File: src/rtl/arprp_pkg.sv
// Package: constants, status codes and result type for the ARP reply parser.
`default_nettype none
package arprp_pkg;

	localparam int PosW = 6;

	localparam logic [PosW-1:0] POS_HDR_START = PosW'(12);
	localparam logic [PosW-1:0] POS_ETH_END   = PosW'(14);
	localparam logic [PosW-1:0] POS_ARP_END   = PosW'(22);
	localparam logic [PosW-1:0] POS_MAC_END   = PosW'(28);
	localparam logic [PosW-1:0] POS_LIMIT     = PosW'(32);

	typedef logic [2:0] status_t;

	localparam status_t ST_LEARNED  = 3'd0;
	localparam status_t ST_RUNT     = 3'd1;
	localparam status_t ST_NOT_ARP  = 3'd2;
	localparam status_t ST_SHORT    = 3'd3;
	localparam status_t ST_MISMATCH = 3'd4;
	localparam status_t ST_TRUNC    = 3'd5;

	typedef struct packed {
		status_t     status;
		logic [47:0] mac;
		logic [31:0] ip;
	} result_t;

	// expected value of frame bytes 12..21, indexed from byte 12
	function automatic logic [7:0] expect_byte(input logic [3:0] idx);
		logic [7:0] val;
		case (idx)
			4'd0:    val = 8'h08;
			4'd1:    val = 8'h06;
			4'd2:    val = 8'h00;
			4'd3:    val = 8'h01;
			4'd4:    val = 8'h08;
			4'd5:    val = 8'h00;
			4'd6:    val = 8'h06;
			4'd7:    val = 8'h04;
			4'd8:    val = 8'h00;
			4'd9:    val = 8'h02;
			default: val = 8'h00;
		endcase
		return val;
	endfunction

endpackage
`default_nettype wire

File: src/rtl/arprp_parse.sv
// Frame parser: byte position counter, header checks and sender address capture.
`default_nettype none
module arprp_parse
	import arprp_pkg::*;
(
	input  wire logic       clk,
	input  wire logic       arst_n,
	input  wire logic       step,
	input  wire logic [7:0] rx_byte_s1,
	input  wire logic       frame_end_s1,
	output result_t         res
);

	logic [PosW-1:0] pos_q, pos_nx;
	status_t         err_q, err_nx;
	logic [47:0]     mac_q, mac_nx;
	logic [31:0]     ip_q, ip_nx;
	logic [3:0]      hdr_idx;

	assign hdr_idx = pos_q[3:0] - POS_HDR_START[3:0];

	always_comb begin
		err_nx = err_q;
		mac_nx = mac_q;
		ip_nx  = ip_q;
		if (pos_q >= POS_HDR_START && pos_q < POS_ARP_END) begin
			if (rx_byte_s1 != expect_byte(hdr_idx) && err_q == ST_LEARNED) begin
				err_nx = (pos_q < POS_ETH_END) ? ST_NOT_ARP : ST_MISMATCH;
			end
		end else if (pos_q >= POS_ARP_END && pos_q < POS_MAC_END) begin
			mac_nx = {mac_q[39:0], rx_byte_s1};
		end else if (pos_q >= POS_MAC_END && pos_q < POS_LIMIT) begin
			ip_nx = {ip_q[23:0], rx_byte_s1};
		end
		pos_nx = (pos_q < POS_LIMIT) ? pos_q + PosW'(1) : pos_q;
	end

	always_comb begin
		if (pos_nx < POS_ETH_END)
			res.status = ST_RUNT;
		else if (err_nx == ST_NOT_ARP)
			res.status = ST_NOT_ARP;
		else if (pos_nx < POS_ARP_END)
			res.status = ST_SHORT;
		else if (err_nx == ST_MISMATCH)
			res.status = ST_MISMATCH;
		else if (pos_nx < POS_LIMIT)
			res.status = ST_TRUNC;
		else
			res.status = ST_LEARNED;
		res.mac = (res.status == ST_LEARNED) ? mac_nx : 48'd0;
		res.ip  = (res.status == ST_LEARNED) ? ip_nx : 32'd0;
	end

	always_ff @(posedge clk or negedge arst_n) begin
		if (!arst_n) begin
			pos_q <= '0;
			err_q <= ST_LEARNED;
		end else if (step) begin
			pos_q <= frame_end_s1 ? '0 : pos_nx;
			err_q <= frame_end_s1 ? ST_LEARNED : err_nx;
		end
	end

	// captures are fully rewritten before any learned result, so no clear needed
	always_ff @(posedge clk) begin
		if (step) begin
			mac_q <= mac_nx;
			ip_q  <= ip_nx;
		end
	end

endmodule
`default_nettype wire

File: src/rtl/arprp_outreg.sv
// Result register: holds one result transaction until the receiver takes it.
`default_nettype none
module arprp_outreg
	import arprp_pkg::*;
(
	input  wire logic        clk,
	input  wire logic        arst_n,
	input  wire logic        load,
	input  wire result_t     res,
	output logic             res_valid,
	input  wire logic        res_stall,
	output logic             busy,
	output status_t          frame_status,
	output logic [47:0]      learned_mac,
	output logic [31:0]      learned_ip
);

	logic    valid_q;
	result_t data_q;

	always_ff @(posedge clk or negedge arst_n) begin
		if (!arst_n) begin
			valid_q <= 1'b0;
		end else if (load) begin
			valid_q <= 1'b1;
		end else if (!res_stall) begin
			valid_q <= 1'b0;
		end
	end

	always_ff @(posedge clk) begin
		if (load) begin
			data_q <= res;
		end
	end

	assign busy         = valid_q && res_stall;
	assign res_valid    = valid_q;
	assign frame_status = data_q.status;
	assign learned_mac  = data_q.mac;
	assign learned_ip   = data_q.ip;

endmodule
`default_nettype wire

File: src/rtl/arp_reply_parser_top.sv
// Top level of the ARP reply parser: input register, parser and result register.
//
// Usage:
//   Input channel rx_valid/rx_stall carries one frame byte per transaction
//   (rx_byte, wire order) with frame_end high on the last byte of a frame.
//   Output channel res_valid/res_stall carries one result per frame:
//   frame_status and, when the status is learned (0), the sender MAC and
//   IPv4 address, first wire byte most significant; otherwise both are 0.
//   Throughput: one byte per cycle while rx_stall stays low.
//   A frame's last byte passes the input register, then the result register,
//   before its result is presented.
//   Reset clears the byte counter, error flag and all valid flags; the
//   first byte after reset starts a new frame.
//   While res_stall holds a pending result, bytes not ending a frame keep
//   flowing; a byte ending the next frame waits in the input register and
//   rx_stall rises until the pending result is taken.
`default_nettype none
module arp_reply_parser_top
	import arprp_pkg::*;
(
	input  wire logic        clk,
	input  wire logic        arst_n,
	input  wire logic        rx_valid,
	output logic             rx_stall,
	input  wire logic [7:0]  rx_byte,
	input  wire logic        frame_end,
	output logic             res_valid,
	input  wire logic        res_stall,
	output status_t          frame_status,
	output logic [47:0]      learned_mac,
	output logic [31:0]      learned_ip
);

	logic       valid_s1;
	logic [7:0] rx_byte_s1;
	logic       frame_end_s1;
	logic       step;
	logic       busy;
	result_t    res;

	assign step     = valid_s1 && !(frame_end_s1 && busy);
	assign rx_stall = valid_s1 && !step;

	always_ff @(posedge clk or negedge arst_n) begin
		if (!arst_n) begin
			valid_s1 <= 1'b0;
		end else if (!rx_stall) begin
			valid_s1 <= rx_valid;
		end
	end

	always_ff @(posedge clk) begin
		if (rx_valid && !rx_stall) begin
			rx_byte_s1   <= rx_byte;
			frame_end_s1 <= frame_end;
		end
	end

	arprp_parse u_parse (
		.clk          (clk),
		.arst_n       (arst_n),
		.step         (step),
		.rx_byte_s1   (rx_byte_s1),
		.frame_end_s1 (frame_end_s1),
		.res          (res)
	);

	arprp_outreg u_outreg (
		.clk          (clk),
		.arst_n       (arst_n),
		.load         (step && frame_end_s1),
		.res          (res),
		.res_valid    (res_valid),
		.res_stall    (res_stall),
		.busy         (busy),
		.frame_status (frame_status),
		.learned_mac  (learned_mac),
		.learned_ip   (learned_ip)
	);

endmodule
`default_nettype wire

File: config.mk
export PLATFORM = sky130hd
export DESIGN_NAME = arp_reply_parser_top
export DESIGN_NICKNAME = d
export VERILOG_FILES = /design/src/rtl/arprp_pkg.sv /design/src/rtl/arprp_parse.sv /design/src/rtl/arprp_outreg.sv /design/src/rtl/arp_reply_parser_top.sv
export SDC_FILE = /design/constraint.sdc
export NUM_CORES = 1
export LEC_CHECK = 0
export ABC_AREA = 1
export ABC_CLOCK_PERIOD_IN_PS = 12380
export CAP_MARGIN = 20
export CORE_AREA = 2 2 112 114
export DETAILED_ROUTE_END_ITERATION = 10
export DIE_AREA = 0 0 114 116
export DONT_BUFFER_PORTS = 1
export PLACE_DENSITY = 0.89
export SYNTH_ARGS = -nofsm -noshare
export SYNTH_HDL_FRONTEND = slang
export SYNTH_SLANG_ARGS = --single-unit
File: constraint.sdc
create_clock -name clk -period 12.38 [get_ports clk]
set_input_delay 0.619 -clock clk [delete_from_list [all_inputs] [get_ports clk]]
set_output_delay 0.619 -clock clk [all_outputs]
set_load 0.005 [all_outputs]
Word level (Yosys, flattened, before mapping)
Memories as Yosys holds them, arrays and structs flattened.
Index checks and enable logic that the tools add are counted.
{"block": "word_totals", "reg_bits": 183, "romBits": 64, "elab_cells": 62, "n_memories": 1}
{"block": "classes", "add_sub_neg": 2, "n_lt_le_gt_ge": 10, "n_eq_ne": 4, "n_mux": 19, "reduce_logical": 15}
{"memory": "(name not given)", "depth": 16, "word_bits": 4, "rd": 1, "rd_ports_with_merged_regs": 0, "write_ports": 0, "line_no": "arprp_pkg.sv:31", "text": "case (idx)"}
{"operator": "$mux W32", "n": 3}
{"operator": "$mux W48", "n": 2}
{"operator": "$mux W3", "n": 9}
{"operator": "$lt A6 B5 Y1 const B", "n": 3}
{"operator": "$ge A6 B5 Y1 const B", "n": 2}
{"operator": "$lt A6 B4 Y1 const B", "n": 2}
{"operator": "$lt A6 B6 Y1 const B", "n": 2}
{"operator": "$mux W6", "n": 2}
{"operator": "$logic_and A1 B1 Y1", "n": 10}
{"operator": "$mux W8", "n": 1}
{"operator": "$ne A8 B8 Y1", "n": 1}
{"operator": "$add A6 B1 Y6 const B", "n": 1}
{"operator": "$ge A6 B4 Y1 const B", "n": 1}
{"operator": "$logic_not A3 Y1", "n": 2}
{"operator": "$sub A4 B4 Y4 const B", "n": 1}
{"operator": "$eq A3 B2 Y1 const B", "n": 1}
{"operator": "$eq A3 B3 Y1 const B", "n": 1}
{"operator": "$logic_not A1 Y1", "n": 3}
{"operator": "$mux W1", "n": 2}
{"operator": "$ne A2 B1 Y1 const B", "n": 1}

Logic depth before layout (Yosys ltp)
{"block": "depth", "depth_word": 13, "depth_mapped": 18}

Modules after synthesis
A second synthesis with hierarchy kept.
{"block": "hier_totals", "hier_cells": 740, "hier_area_um2": 8319.2}
{"mod": "arprp_parse", "instances": 1, "cells_each": 633, "area_per_inst_um2": 5449.0}
{"mod": "arprp_outreg", "instances": 1, "cells_each": 88, "area_per_inst_um2": 2532.4}
{"mod": "arp_reply_parser_top", "instances": 1, "cells_each": 19, "area_per_inst_um2": 337.8}

Worst setup path after synthesis
OpenSTA, ideal clock, no wires.
{"block": "synth_timing", "kind": "input -> register", "start": "input port res_stall", "end": "register u_outreg.data_q, in the netlist u_outreg.frame_status[0] (enable)", "setup_time_ps": 617, "t_arrival_ps": 4039, "required_time_ps": 11763, "slack_ps": 7723, "stages": 5, "path_buffers": 0, "path_cell_list": "nand3_1 -> nand2_1 -> clkinv_1 -> nand2_1 -> inv_1"}
{"block": "synth_between", "elab_chain_cells": 5}
{"element": "from (decl)", "line_no": "arp_reply_parser_top.sv:28", "text": "input wire logic res_stall,"}
{"element": "$logic_and A1 B1 Y1", "line_no": "arprp_outreg.sv:37", "text": "assign busy = valid_q && res_stall;"}
{"element": "$logic_and A1 B1 Y1", "line_no": "arp_reply_parser_top.sv:41", "text": "assign step = valid_s1 && !(frame_end_s1 && busy);"}
{"element": "$logic_not A1 Y1", "line_no": "arp_reply_parser_top.sv:41"}
{"element": "$logic_and A1 B1 Y1", "line_no": "arp_reply_parser_top.sv:41"}
{"element": "via step", "line_no": "arp_reply_parser_top.sv:37", "text": "logic step;"}
{"element": "$logic_and A1 B1 Y1", "line_no": "arp_reply_parser_top.sv:71", "text": ".load (step && frame_end_s1),"}
{"element": "via u_outreg.load", "line_no": "arprp_outreg.sv:8", "text": "input wire logic load,"}
{"element": "to (signal assigned)", "line_no": "arprp_outreg.sv:33", "text": "data_q <= res;"}
{"element": "to (decl)", "line_no": "arprp_outreg.sv:19", "text": "result_t data_q;"}
The timed path passes the listed nets, and every way through them passes these cells.
A chain may end at the register's enable or synchronous reset.

Worst setup path in the final report
{"block": "layout_timing", "start": "register u_parse.pos_q[3]", "end": "register u_outreg.data_q, in the netlist u_outreg.learned_ip[26] (data pin)"}
{"block": "layout_between", "elab_chain_cells": 13}
{"element": "from (decl)", "line_no": "arprp_parse.sv:14", "text": "logic [PosW-1:0] pos_q, pos_nx;"}
{"element": "from (signal assigned)", "line_no": "arprp_parse.sv:60", "text": "pos_q <= frame_end_s1 ? '0 : pos_nx;"}
{"element": "$sub A4 B4 Y4", "line_no": "arprp_parse.sv:20", "text": "assign hdr_idx = pos_q[3:0] - POS_HDR_START[3:0];"}
{"element": "$mem_v2 Z16 W4"}
{"element": "$mux W8", "line_no": "arprp_parse.sv:26", "text": "if (pos_q >= POS_HDR_START && pos_q < POS_ARP_END) begin"}
{"element": "$ne A8 B8 Y1", "line_no": "arprp_parse.sv:27", "text": "if (rx_byte_s1 != expect_byte(hdr_idx) && err_q == ST_LEARNED) begin"}
{"element": "$logic_and A1 B1 Y1", "line_no": "arprp_parse.sv:27"}
{"element": "$mux W3", "line_no": "arprp_parse.sv:27"}
{"element": "$mux W3", "line_no": "arprp_parse.sv:26"}
{"element": "$eq A3 B3 Y1", "line_no": "arprp_parse.sv:45", "text": "else if (err_nx == ST_MISMATCH)"}
{"element": "$mux W3", "line_no": "arprp_parse.sv:45"}
{"element": "$mux W3", "line_no": "arprp_parse.sv:43", "text": "else if (pos_nx < POS_ARP_END)"}
{"element": "$mux W3", "line_no": "arprp_parse.sv:41", "text": "else if (err_nx == ST_NOT_ARP)"}
{"element": "$mux W3", "line_no": "arprp_parse.sv:39", "text": "if (pos_nx < POS_ETH_END)"}
{"element": "$logic_not A3 Y1", "line_no": "arprp_parse.sv:52", "text": "res.ip = (res.status == ST_LEARNED) ? ip_nx : 32'd0;"}
Parallel ways exist; a longest one is shown, timed or not. The select of a mux whose other input is x is not followed.

==> out/metrics.yaml <==
swShare: 0.224
fmax_mhz: 326
diodes: 0
multi_input_comb_area_um2: 1700
nFillCells: 788
finalHoldViolations: 0
htreeDepth: 4
crit_end: "u_outreg.learned_ip[26]$_SDFFCE_PP0P_"
synth_edf_count: 172
rsz0062_at_grt: "no"
setup-tns-final_ns: 0
start_util: 0.658
status: "finished clean"
grt_pass1_wl_mm: 22.3
p_comb_frac: 0.059
path_class: "reg2reg"
cts.clk_slew.worst_paths_ns: 0.07
synth_fa_ha_area_frac: 0.0112
placed_cell_area_um2: 7890
gr-usage-all-layers: 0.225
io_pins: 98
clk_path_buf_depth: 2
slew-limit-headroom: 0.352
layout.nets: 721
grt_antenna_before_repair: 0
clk_latency_ns: 0.43
final_area_um2: 8490
wl_per_cell_um: 16.3
cp_data_arrival_time_ns: 3.19
tightest_slew_ns: 0.968
p_switching_uw: 301
via_per_inst: 5.50
synth_top_family_by_area: "simple AND/OR/NAND/NOR gates"
first_pass_iters: 6
cap_violations: 0
grt_pass1_vias: 4442
synth.most_common_cell: "edfxtp_1"
synthXorXnorAreaFrac: 0.00224
cts_tree: "yes"
synth-main-ff-cell: "edfxtp_1"
netlist_area_um2: 7830
power.share.sequential: 0.555
synth-seq-area-share: 0.695
cts_buffers: 17
synthArstFlopShare: 0.0601
r2r-start: "u_parse.pos_q[3]$_DFFE_PN0P_"
hp-class: "in2reg"
pwr-share-clk: 0.385
overflow: 0
worstSetupEndpointType: "register"
syn_inst: 701
fin_ws_ns: 9.31
period_minus_slack_ns: 3.07
synth_nets: 721
placed_cells: 827
p_int_uw: 1040
yosysTopAreaCellShare: 0.659
dpl.hpwl_mm: 8.58
synth_compound_area_frac: 0.0649
synth_cell_types: 25
required_ns: 12.51
crit_start: "u_parse.pos_q[3]$_DFFE_PN0P_"
port_buffers: 0
final_cells: 861
dp_slack_ns: 9.31
critPathMaxFanout: 80
syn_avg_cell_area_um2: 11.2
drt-total-wl_mm: 14.1
ir_drop_uv: 101
area_growth_syn_to_layout_pct: 8.37
maxSlewViolCount: 0
synth_top_cell_by_area: "edfxtp_1"
route.vias.total: 4738
cts-root-buf: "clkbuf_16"
grt_max_degree: 89
synth_warnings: 0
critPathLaunchType: "register"
whs_ns: 0.281
synth-seq-cells: 183
synthMuxAreaShare: 0
powerDensity_nw_per_um2: 158
dr.first_iter.drc_count: 592
core-area_um2: 11900
post_cts_resized: 0
finClkSkew_ns: 0.00978
fp.dieH_um: 116
drive_gt1_frac: 0.132
cts_sinks: 183
gp_congestion: 0.827
die_width_um: 114
r2r_cells: 16
post-route-period-util: 0.248
r2r_end: "u_outreg.learned_ip[26]$_SDFFCE_PP0P_"
setup_viol: 0
drc_errors: 0
rows: 40
dieArea_um2: 13200
ant_nets: 0
yosys.area_share.simple: 0.138
r2r_setup_slack_ns: 9.31
synthTopCellsByCount: "edfxtp_1, inv_1, nor2_1"
synth_area_leaders: "edfxtp_1, inv_1, o21ai_0, nor2_1, nand2_1"
regArea_um2: 5440
total_leakage_power_uw: 0.00359
[cell usage in the layout (no fill, tap or decap), types with 2 or more instances in the layout]
cell type   Yosys  routed
nand4_1         3       3
nor2_2         11      11
nand3_1        13      13
clkbuf_16       0      17
clkinv_4        0       3
edfxtp_1      172     172
clkinvlp_4      0       2
o21ai_1         9       9
nand2_2         1       2
o21ai_0        81      81
nor2_1         85      85
clkinv_2        0       5
xor2_1          2       2
nand2_1        82      81
or2_2          41      41
nor3_1          3       3
inv_1         140     139
buf_4           0       3
ha_1            7       7
o22ai_1         3       3
bufinv_16       0       2
clkbuf_1       14       3
inv_2           3       3
a21oi_1         6       6
dfrtp_1        11      11
[sequential cells by signal, indices dropped and copies added (netlist names)]
register,flops
frame_end_s1,1
u_outreg.learned_mac,48
u_outreg.frame_status,3
rx_byte_s1,8
u_parse.ip_q,32
valid_s1,1
u_outreg.res_valid,1
u_parse.pos_q,6
u_parse.mac_q,48
u_outreg.learned_ip,32
u_parse.err_q,3
[how the worst min path moves through the flow]
stage | to | slack, ns | cells past startpoint | from
after floorplan | u_outreg.res_valid$_DFFE_PN0P_ | 0.32 | 0 | arst_n
after global placement | valid_s1$_DFFE_PN0N_ | 0.32 | 0 | arst_n
after detailed placement | u_outreg.res_valid$_DFFE_PN0P_ | 0.32 | 0 | arst_n
after CTS | frame_end_s1$_DFFE_PP_ | 0.26 | 0 | frame_end
after global routing | frame_end_s1$_DFFE_PP_ | 0.26 | 0 | frame_end
final | rx_byte_s1[7]$_DFFE_PP_ | 0.28 | 0 | rx_byte[7]
[power by group through the flow]
| stage | clock, µW | combinational [µW] | sequential, µW |
|---|---|---|---|
| final | 517 | 79.6 | 745 |
| after global routing | 549 | 91.7 | 749 |
| after CTS | 525 | 77.5 | 745 |
| after detailed placement | 0 | 75.2 | 758 |
| after global placement | 0 | 72.3 | 757 |
| after floorplan | 0 | 57.1 | 751 |
[cells by family after synthesis]
logic type | count (synthesis)
compound gates | 100
xor+xnor | 2
fa+ha+maj | 7
buf+inv | 168
flops | 183
simple gates | 241
[metrics by stage]
stage	power, µW	utilization
after floorplan	808	-
after global placement	829	0.662
after detailed placement	833	0.662
after CTS	1350	0.710
after global routing	1390	0.713
final	1340	0.713
[critical path, cell delays in order, from the launching register on]
cell and delay, ns:
dfrtp_1 0.42, inv_1 0.09, ha_1 0.36, nand2_1 0.13, nor2_1 0.05, nor2_1 0.09
nand2_1 0.06, nor2_1 0.08, nand3_1 0.12, nand3_1 0.12, nand2_1 0.10, nor2_1 0.09
nand2_1 0.07, nand2_1 0.09, inv_2 0.06, nand2_4 0.65, nor2_1 0.16
[routing by layer]
layer / routed length, µm / vias to the layer above / GRT usage
met3: 694 / 29 / 0.0617
met2: 6980 / 162 / 0.349
met5: 0 / - / 0
met4: 375 / 0 / 0.111
met1: 6010 / 2278 / 0.297
li1: - / 2269 / -
[final cells by class]
type                            instances  share of cell area
Clock buffer                           20              0.0514
Clock inverter                         12              0.0152
Inverter                              144              0.0640
Multi-Input combinational cell        350               0.200
Sequential cell                       183               0.641
Tap cell                              147              0.0217
Timing Repair Buffer                    5             0.00708
[repair_timing]
item,in CTS,in global routing
hold endpoints to repair,11,0
hold buffers,1,0
endpoints found under the setup margin,0,0
setup buffers,0,0
(Power assumes the default switching activity.)
